[src/hdl/shs_pkg.sv]
`default_nettype none
package shs_pkg;
  localparam int GRID_COLS = 256;
  localparam int GRID_ROWS = 256;
  localparam int STORE_SIDE = 256;
  localparam int CORDIC_STEPS = 16;
  localparam logic signed [17:0] CORDIC_START = 18'sd19898;

  localparam logic [1:0] REG_POSE_X = 2'd0;
  localparam logic [1:0] REG_POSE_Y = 2'd1;
  localparam logic [1:0] REG_HEADING = 2'd2;

  localparam logic REQ_WRITE = 1'b0;
  localparam logic REQ_OBS = 1'b1;

  // front to back queue entry
  typedef struct packed {
    logic is_obs;
    logic last;
    logic [7:0] col;
    logic [7:0] row;
    logic [15:0] value;
    logic [15:0] range;
    logic [15:0] angle;
  } job_t;

  function automatic logic signed [16:0] atan_unit(input logic [3:0] i);
    unique case (i)
      4'd0: atan_unit = 17'sd8192;
      4'd1: atan_unit = 17'sd4836;
      4'd2: atan_unit = 17'sd2555;
      4'd3: atan_unit = 17'sd1297;
      4'd4: atan_unit = 17'sd651;
      4'd5: atan_unit = 17'sd326;
      4'd6: atan_unit = 17'sd163;
      4'd7: atan_unit = 17'sd81;
      4'd8: atan_unit = 17'sd41;
      4'd9: atan_unit = 17'sd20;
      4'd10: atan_unit = 17'sd10;
      4'd11: atan_unit = 17'sd5;
      4'd12: atan_unit = 17'sd3;
      4'd13: atan_unit = 17'sd1;
      4'd14: atan_unit = 17'sd1;
      default: atan_unit = 17'sd0;
    endcase
  endfunction
endpackage
`default_nettype wire

[src/hdl/shs_front.sv]
`default_nettype none
module shs_front (
  input  wire logic clk,
  input  wire logic rst,
  input  wire logic s_tvalid,
  output logic s_tready,
  input  wire logic [63:0] s_tdata,
  input  wire logic s_tuser,
  input  wire logic s_tlast,
  input  wire logic [15:0] heading,
  output logic q_valid,
  input  wire logic q_ready,
  output shs_pkg::job_t q_job
);
  import shs_pkg::*;
  localparam int DEPTH = 4;
  job_t mem [DEPTH];
  logic [1:0] wr_ptr, rd_ptr;
  logic [2:0] fill;
  job_t job_in;
  logic push, pop;

  assign s_tready = (fill != 3'(DEPTH));
  assign push = s_tvalid && s_tready;
  assign q_valid = (fill != 3'd0);
  assign pop = q_valid && q_ready;
  assign q_job = mem[rd_ptr];

  always_comb begin
    job_in.is_obs = s_tuser;
    job_in.last = s_tlast && s_tuser;
    job_in.col = s_tdata[7:0];
    job_in.row = s_tdata[15:8];
    job_in.value = s_tdata[31:16];
    job_in.range = s_tdata[47:32];
    // absolute beam angle, wraps at one turn
    job_in.angle = s_tdata[63:48] + heading;
  end

  always_ff @(posedge clk) begin
    if (push) mem[wr_ptr] <= job_in;
    if (rst) begin
      wr_ptr <= '0;
      rd_ptr <= '0;
      fill <= '0;
    end else begin
      if (push) wr_ptr <= wr_ptr + 2'd1;
      if (pop) rd_ptr <= rd_ptr + 2'd1;
      fill <= fill + 3'(push) - 3'(pop);
    end
  end
endmodule
`default_nettype wire

[config.mk]
export PLATFORM = sky130hd
export DESIGN_NAME = shs_front
export DESIGN_NICKNAME = d
export VERILOG_FILES = /design/src/hdl/shs_pkg.sv /design/src/hdl/shs_front.sv
export SDC_FILE = /design/constraint.sdc
export NUM_CORES = 1
export LEC_CHECK = 0
export BUFFER_PORTS_ARGS = -buffer_cell sky130_fd_sc_hd__buf_2
export CAP_MARGIN = 20
export CORE_ASPECT_RATIO = 1.1
export CORE_MARGIN = 5
export CORE_UTILIZATION = 45
export CTS_CLUSTER_SIZE = 16
export DETAILED_ROUTE_END_ITERATION = 10
export GPL_ROUTABILITY_DRIVEN = 0
export GPL_TIMING_DRIVEN = 1
export PLACE_DENSITY_LB_ADDON = 0.05
export SYNTH_ARGS = -nofsm -noshare
export SYNTH_HDL_FRONTEND = slang
export SYNTH_SLANG_ARGS = --single-unit
[constraint.sdc]
create_clock -name clk -period 3.7 [get_ports clk]
set_input_delay 0.74 -clock clk [delete_from_list [all_inputs] [get_ports clk]]
set_output_delay 0.74 -clock clk [all_outputs]
set_load 0.005 [all_outputs]
==> results of run 1 <==
==> cell families (layout without fill, tap and decap cells) <==
kind of cell               count (synthesis)  count (layout)  synth area share
AOI/OAI and AO/OA                         39              39            0.0261
xor gates and xnor gates                  17              17            0.0140
adders and majority gates                 23              23            0.0285
buffers and inverters                     22             210           0.00861
DFF                                      273             273             0.764
muxes                                     66              66             0.140
and+or+nand+nor                           42              42            0.0187
==> layout make-up <==
class                   count  area (µm²)  share of cell area
multi-input cells         187        2430               0.193
inverters                   6        22.5             0.00179
clock inverters            13         105             0.00835
clock buffers              33         698              0.0555
well taps                 305         382              0.0303
flip-flops and latches    273        8120               0.645
repair buffers            158         828              0.0658
==> cell usage in the layout (no fill, tap or decap), drive strengths merged, types with 2 or more instances in the layout <==
master     n
a21o       4
a21oi     12
a2bb2oi    2
and2       3
and3       6
buf      158
bufinv     2
clkbuf    33
clkinv    11
dfxtp      9
edfxtp   264
fa         2
ha        21
inv        6
mux4      66
nand2     13
nand3      4
nor2      10
nor3       2
o21a       4
o21ai      6
or3        2
xnor2     10
xor2       7
==> worst register-to-register path, stage by stage (launching register included) <==
cell	delay [ns]
dfxtp_1	0.35
or3_1	0.39
and2_1	0.22
ha_1	0.28
inv_1	0.06
ha_1	0.13
inv_1	0.05
fa_1	0.38
xor2_1	0.20
xnor2_1	0.14
nor2_1	0.05
==> power groups by stage <==
stage / clock [µW] / sequential (µW) / combinational [µW]
floorplan: 0 / 3950 / 1180
global placement: 0 / 3990 / 1870
detailed placement: 0 / 4010 / 1890
CTS: 2560 / 3950 / 1890
global route: 2700 / 3970 / 2020
finish: 2490 / 3940 / 1820
==> state kept, by name, summed over array words and instances, names as in the netlist, named ones only <==
signal,flops
wr_ptr,2
mem,264
rd_ptr,2
fill,3
==> routing by layer <==
metal  share of wire  routed length (µm)  vias to the layer above
li1                -                   -                     2353
met1            0.42                8150                     2618
met2            0.51                9970                      130
met3           0.059                1160                       25
met4           0.015                 290                        2
met5         0.00056                  11                        -
==> worst paths after layout <==
path              slack [ns]        from  cells after the start    endpoint
setup / recovery        0.81        flop                      3    q_job[4]
hold / removal          0.44  s_tdata[4]                      1  mem[2][60]
setup reg to reg        1.34     fill[1]                     10     fill[2]
hold reg to reg         0.50   wr_ptr[1]                      2   wr_ptr[1]
==> through the flow <==
stage	power (µW)	area, µm²	hold WS [ns]
floorplan	5130	10600	0.469
global placement	5860	11800	0.480
detailed placement	5900	11800	0.493
CTS	8400	12600	0.413
global route	8690	12600	0.417
finish	8240	12600	0.444
==> reports/qor.yml, run 1 <==
core_area_mm2: 0.0235
power.switching_uw: 2040
drive_gt1_frac: 0.400
rsz0062_at_grt: "false"
slowest_delay_ns: 0.75
p_per_area_mw_per_mm2: 655
timing.final.ws_setup_ns: 0.807
worstSetupPathType: "flop to output port"
dieArea_mm2: 0.0268
syn-instance-count: 482
root_buffer: "clkbuf_16"
synth_area_leaders: "edfxtp_1 (75%), mux4_2 (14%), ha_1 (2.5%)"
grt_use_total: 0.146
path_buf_inv: 2
drtIter0Drc: 264
die_w_um: 156
clk_latency_ns: 0.51
place_ws_ns: 0.750
hp-class: "primary input to flop"
relSlewSlack: 0.272
vias: 5128
avgRoutedWirePerCell_um: 20.1
cts_resized: 0
vias_per_cell: 5.26
final_util: 0.536
ir_drop_uv: 560
place_hpwl_mm: 11.9
fin_crit_ns: 2.89
status: "finished clean"
path_clk_slew_ns: 0.06
start_util: 0.452
totalWireLength_mm: 19.6
synth_edf_count: 264
clock_sinks: 273
ant_nets: 0
grt_max_degree: 67
swShare: 0.247
cts.htree.levels: 1
hold_violations: 0
endpoint_kind: "output port"
post-route-period-util: 0.782
antenna-diode-count: 0
yosysMostFrequentCell: "edfxtp_1"
worstPathRequired_ns: 2.96
avgSynthCellArea_um2: 22.0
cp-start-kind: "flop"
synth.distinct_cells: 39
grt-ovfl-total: 0
cp.arrival_ns: 2.15
cts_made_buffers: 27
fin_setup_tns_ns: 0
syn_nets: 591
nets: 762
grt_pass1_vias: 5576
synth_top_cell_area_share: 0.747
clockBufferDepth: 3
final_cells: 975
die_h_um: 171
fillers: 1892
hold_buffers: 0
synth_area_mm2: 0.0106
yosysWarnings: 0
synthArstFlopShare: 0
finalSetupViolations: 0
globalRouteMet3Util: 0.0301
pwr-share-comb: 0.221
synth_common_cells: "edfxtp_1 (264), mux4_2 (66), ha_1 (21)"
clkPwrFrac: 0.302
slew_viol_final: 0
ys_seq_area_frac: 0.764
fmax_mhz: 346
met2_usage: 0.253
antenna_found_initial: 1
grt_pass1_wl_mm: 30.3
slowest_stage: "dfxtp_4"
cts_setup_buffers: 0
drc_errors: 0
busiest_layer: "met2"
skew_ns: 0.0110
num_rows: 59
ys_ff_latch: 273
cts_tree: "yes"
numPortBuffers: 153
critPathMaxFanout: 37
path_cells: "buf_4, mux4_2, buf_2"
ios: 154
drtPass1Iterations: 4
yosys.area.top_type: "edfxtp_1"
p_int_uw: 6210
grt_util_met1: 0.191
syn2layout_area_growth_pct: 18.6
maxCapViolations: 0
synth-main-ff-cell: "edfxtp_1"
placed_cells: 929
p_leak_uw: 0.00432
worst_pin_slew_ns: 1.09
crit_family: "flip-flops"
seqPwrFrac: 0.477
Power figures use the tool's default switching activity.
==> run 2, diff against run 1 <==
==> constraint.sdc (replaced) <==
create_clock -name clk -period 2.4 [get_ports clk]
set_input_delay 0.48 -clock clk [delete_from_list [all_inputs] [get_ports clk]]
set_output_delay 0.48 -clock clk [all_outputs]
set_load 0.005 [all_outputs]
==> reports/qor.yml, run 2 (synthesized netlist as in run 1, its figures left out) <==
status: "finished clean"
die_h_um: 171
grt-ovfl-total: 0
crit_family: "multiplexers"
p_leak_uw: 0.00457
rsz0062_at_grt: "true"
post-route-period-util: 0.992
ir_drop_uv: 535
drtIter0Drc: 239
grt_use_total: 0.158
clock_sinks: 273
vias: 5422
worstPathRequired_ns: 1.92
clkPwrFrac: 0.291
timing.final.ws_setup_ns: 0.0186
fin_area_mm2: 0.0131
hold_slack_ns: 0.163
numPortBuffers: 153
ios: 154
place_ws_ns: -0.253
nets: 792
pwr-share-comb: 0.259
root_buffer: "clkbuf_16"
clk_latency_ns: 0.52
swShare: 0.253
ant_nets: 0
antenna_found_initial: 1
die_w_um: 156
path_clk_slew_ns: 0.06
dieArea_mm2: 0.0268
place_area_mm2: 0.0120
finalSetupViolations: 0
hold_buffers: 0
worstSetupPathType: "flop to output port"
fin_crit_ns: 2.38
place_hpwl_mm: 13.0
worst_pin_slew_ns: 0.486
relSlewSlack: 0.673
cts_tree: "yes"
drive_gt1_frac: 0.439
drtPass1Iterations: 4
core_area_mm2: 0.0235
critPathMaxFanout: 4
seqPwrFrac: 0.450
grt_max_degree: 67
syn2layout_area_growth_pct: 23.6
slew_viol_final: 0
slowest_delay_ns: 0.53
num_rows: 59
cp.arrival_ns: 1.90
layout_common_cells: "edfxtp_1 (264), buf_2 (145), mux4_2 (66)"
endpoint_kind: "output port"
final_util: 0.559
cts_made_buffers: 27
hold_violations: 0
skew_ns: 0.00859
avgRoutedWirePerCell_um: 20.8
final_common_cell: "edfxtp_1"
start_util: 0.452
p_per_area_mw_per_mm2: 1020
reg.largest.list: "mem x264, fill x3"
path_buf_inv: 3
hp-class: "primary input to flop"
grt_pass1_wl_mm: 32.7
fmax_mhz: 420
cp-start-kind: "flop"
drc_errors: 0
maxCapViolations: 0
slowest_stage: "mux4_2"
largest_reg_flops: 264
p_int_uw: 10000
path_cells: "buf_6, buf_6, mux4_2, buf_2"
clockBufferDepth: 3
totalWireLength_mm: 21.0
vias_per_cell: 5.37
cts.htree.levels: 1
power.switching_uw: 3390
grt_pass1_vias: 5919
regMostFlops: "mem"
crit_path_frequent_cell: "buf_6"
[run 2: changes by cell type in the layout (fill, tap and decap cells not counted), moves of 3 or more]
cell	before	now
buf_2	153	145
clkinv_1	8	5
buf_6	0	10
buf_16	0	3
buf_12	2	11
clkinv_2	3	7
buf_4	3	17
[run 2: metrics by stage]
| step | power [µW] | TNS (ns) | std cells |
|---|---|---|---|
| floorplan | 7880 | 0 | 482 |
| global placement | 9180 | -1.34 | 948 |
| detailed placement | 9240 | -2.98 | 948 |
| CTS | 13500 | -0.411 | 1007 |
| global route | 14100 | -1.69 | 1010 |
| finish | 13400 | 0 | 1010 |
[run 2: cell type report]
class | count | area (µm²)
inverters | 6 | 22.5
clock inverters | 15 | 101
diodes | 1 | 2.50
fillers | 1843 | 10400
well taps | 305 | 382
clock buffers | 35 | 726
repair buffers | 188 | 1320
flip-flops and latches | 273 | 8120
multi-input cells | 187 | 2440
[run 2: final timing paths]
check | slack [ns] | cells past startpoint | start | end
worst min-delay path | 0.16 | 1 | s_tdata[24] | mem[1][40]
worst min register to register | 0.50 | 2 | wr_ptr[1] | wr_ptr[1]
worst max-delay path | 0.02 | 4 | flop | q_job[13]
worst max register to register | 0.16 | 10 | fill[2] | fill[2]
[run 2: routing by layer]
| metal | share of wire | GRT usage | vias to the layer above |
|---|---|---|---|
| li1 | - | - | 2430 |
| met1 | 0.42 | 0.215 | 2797 |
| met2 | 0.49 | 0.258 | 166 |
| met3 | 0.064 | 0.0347 | 29 |
| met4 | 0.022 | 0.0464 | 0 |
| met5 | 0 | 0 | - |
[run 2: what timing repair did]
item / CTS / global route
endpoints found under the hold margin: 0 / 0
buffers inserted: 7 / 0
gates resized for setup: 10 / 11
setup endpoints to repair: 60 / 57
cloned: 2 / 2
[run 2: power by group through the flow]
stage | Combinational [µW] | Sequential [µW] | Clock (µW)
after CTS | 3420 | 6040 | 4020
after floorplan | 1820 | 6060 | 0
after detailed placement | 3070 | 6160 | 0
after global routing | 3790 | 6080 | 4240
after global placement | 3050 | 6130 | 0
final | 3470 | 6040 | 3910
==> run 3, diff against run 2 <==
--- a/config.mk
+++ b/config.mk
@@ -10,11 +10,11 @@
 export CORE_ASPECT_RATIO = 1.1
 export CORE_MARGIN = 5
 export CORE_UTILIZATION = 45
-export CTS_CLUSTER_SIZE = 16
 export DETAILED_ROUTE_END_ITERATION = 10
 export GPL_ROUTABILITY_DRIVEN = 0
 export GPL_TIMING_DRIVEN = 1
 export PLACE_DENSITY_LB_ADDON = 0.05
+export REMOVE_ABC_BUFFERS = 1
 export SYNTH_ARGS = -nofsm -noshare
 export SYNTH_HDL_FRONTEND = slang
 export SYNTH_SLANG_ARGS = --single-unit
==> constraint.sdc (replaced) <==
create_clock -name clk -period 2.8 [get_ports clk]
set_input_delay 0.56 -clock clk [delete_from_list [all_inputs] [get_ports clk]]
set_output_delay 0.56 -clock clk [all_outputs]
set_load 0.005 [all_outputs]
==> reports/qor.yml, run 3 (synthesized netlist as in run 1, its figures left out) <==
multi_input_area_mm2: 0.00243
place_hpwl_mm: 12.5
hp-class: "primary input to flop"
endpoint_kind: "output port"
cts_made_buffers: 28
fmax_mhz: 403
slew_viol_final: 0
grt_pass1_wl_mm: 31.1
grt-ovfl-total: 0
cp-start-kind: "flop"
cts.htree.levels: 1
drtPass1Iterations: 4
rsz0062_at_grt: "false"
worst_pin_slew_ns: 0.536
worstSetupPathType: "flop to output port"
fin_crit_ns: 2.48
cts_tree: "yes"
worstPathRequired_ns: 2.24
relSlewSlack: 0.639
final_common_cell: "edfxtp_1"
cts_setup_buffers: 0
place_ws_ns: 0.0624
ant_nets: 0
drc_errors: 0
syn2layout_area_growth_pct: 21.0
root_buffer: "clkbuf_16"
maxCapViolations: 0
fillers: 1858
grt_use_total: 0.149
largest_reg_flops: 264
vias_per_cell: 5.27
grt_max_degree: 67
num_rows: 59
nets: 770
hold_violations: 0
die_h_um: 171
post-route-period-util: 0.887
clockBufferDepth: 3
cts_resized: 0
grt_pass1_vias: 5662
avgRoutedWirePerCell_um: 20.0
p_leak_uw: 0.00443
drive_gt1_frac: 0.422
cp.arrival_ns: 1.92
antenna-diode-count: 0
layout.area.seq_mm2: 0.00812
path_clk_slew_ns: 0.06
reg.largest.list: "mem x264, fill x3"
numPortBuffers: 153
regMostFlops: "mem"
totalWireLength_mm: 19.8
start_util: 0.452
timing.final.ws_setup_ns: 0.316
layout_common_cells: "edfxtp_1 (264), buf_2 (153), mux4_2 (66)"
dieArea_mm2: 0.0268
status: "finished clean"
ir_drop_uv: 380
finalSetupViolations: 0
ios: 154
antenna_found_initial: 1
skew_ns: 0.00389
hold_slack_ns: 0.250
drtIter0Drc: 281
p_per_area_mw_per_mm2: 886
core_area_mm2: 0.0235
vias: 5203
clk_latency_ns: 0.52
clock_sinks: 273
die_w_um: 156
critPathMaxFanout: 36
hold_buffers: 0
-- run 3: cell types whose count changed in the layout (fill, tap and decap cells not counted), sizes merged --
cell	previous run	this run
bufinv	1	4
buf	186	165
clkinvlp	0	6
inv	8	6
clkbuf	37	30
diode	1	0
-- run 3: critical path, cell delays in order (launching register included) --
cell	delay, ns
dfxtp_4	0.37
buf_12	0.28
mux4_2	0.58
buf_2	0.15
-- run 3: worst paths after layout --
kind,start,to,slack (ns),depth (start not counted)
max reg2reg,fill[1],fill[2],0.48,12
min reg2reg,wr_ptr[1],wr_ptr[1],0.52,2
max,flop,q_job[56],0.32,3
min,s_tdata[38],mem[0][22],0.25,1
-- run 3: per-stage QoR --
| step | util | cells | power, µW | TNS [ns] | instance area [µm²] |
|---|---|---|---|---|---|
| global route | 0.547 | 988 | 12000 | 0 | 12800 |
| CTS | 0.547 | 988 | 11600 | 0 | 12800 |
| finish | 0.547 | 988 | 11400 | 0 | 12800 |
| detailed placement | 0.507 | 936 | 7860 | 0 | 11900 |
| floorplan | - | 466 | 6800 | -80.96 | 10500 |
| global placement | 0.507 | 936 | 7800 | 0 | 11900 |
-- run 3: power by group --
group | switching, µW | internal [µW] | total [µW] | leakage, µW
combinational | 1240 | 1280 | 2530 | 0.00148
clock | 1460 | 2250 | 3710 | 0.000449
sequential | 111 | 5030 | 5140 | 0.00249
total | 2810 | 8570 | 11400 | 0.00443
-- run 3: metal layers --
metal  track usage  vias to the layer above  share of wire
met5             0                        -        0.00035
met4        0.0392                        2          0.016
met3        0.0288                       25          0.060
met2         0.260                      136           0.51
met1         0.194                     2668           0.41
li1              -                     2372              -
-- run 3: layout make-up --
class                      instances  area share
clock inverter                    22      0.0170
multi-input combinational        187       0.189
inverter                           6     0.00175
sequential                       273       0.632
clock buffer                      30      0.0568
tap                              305      0.0297
timing repair buffer             165      0.0735
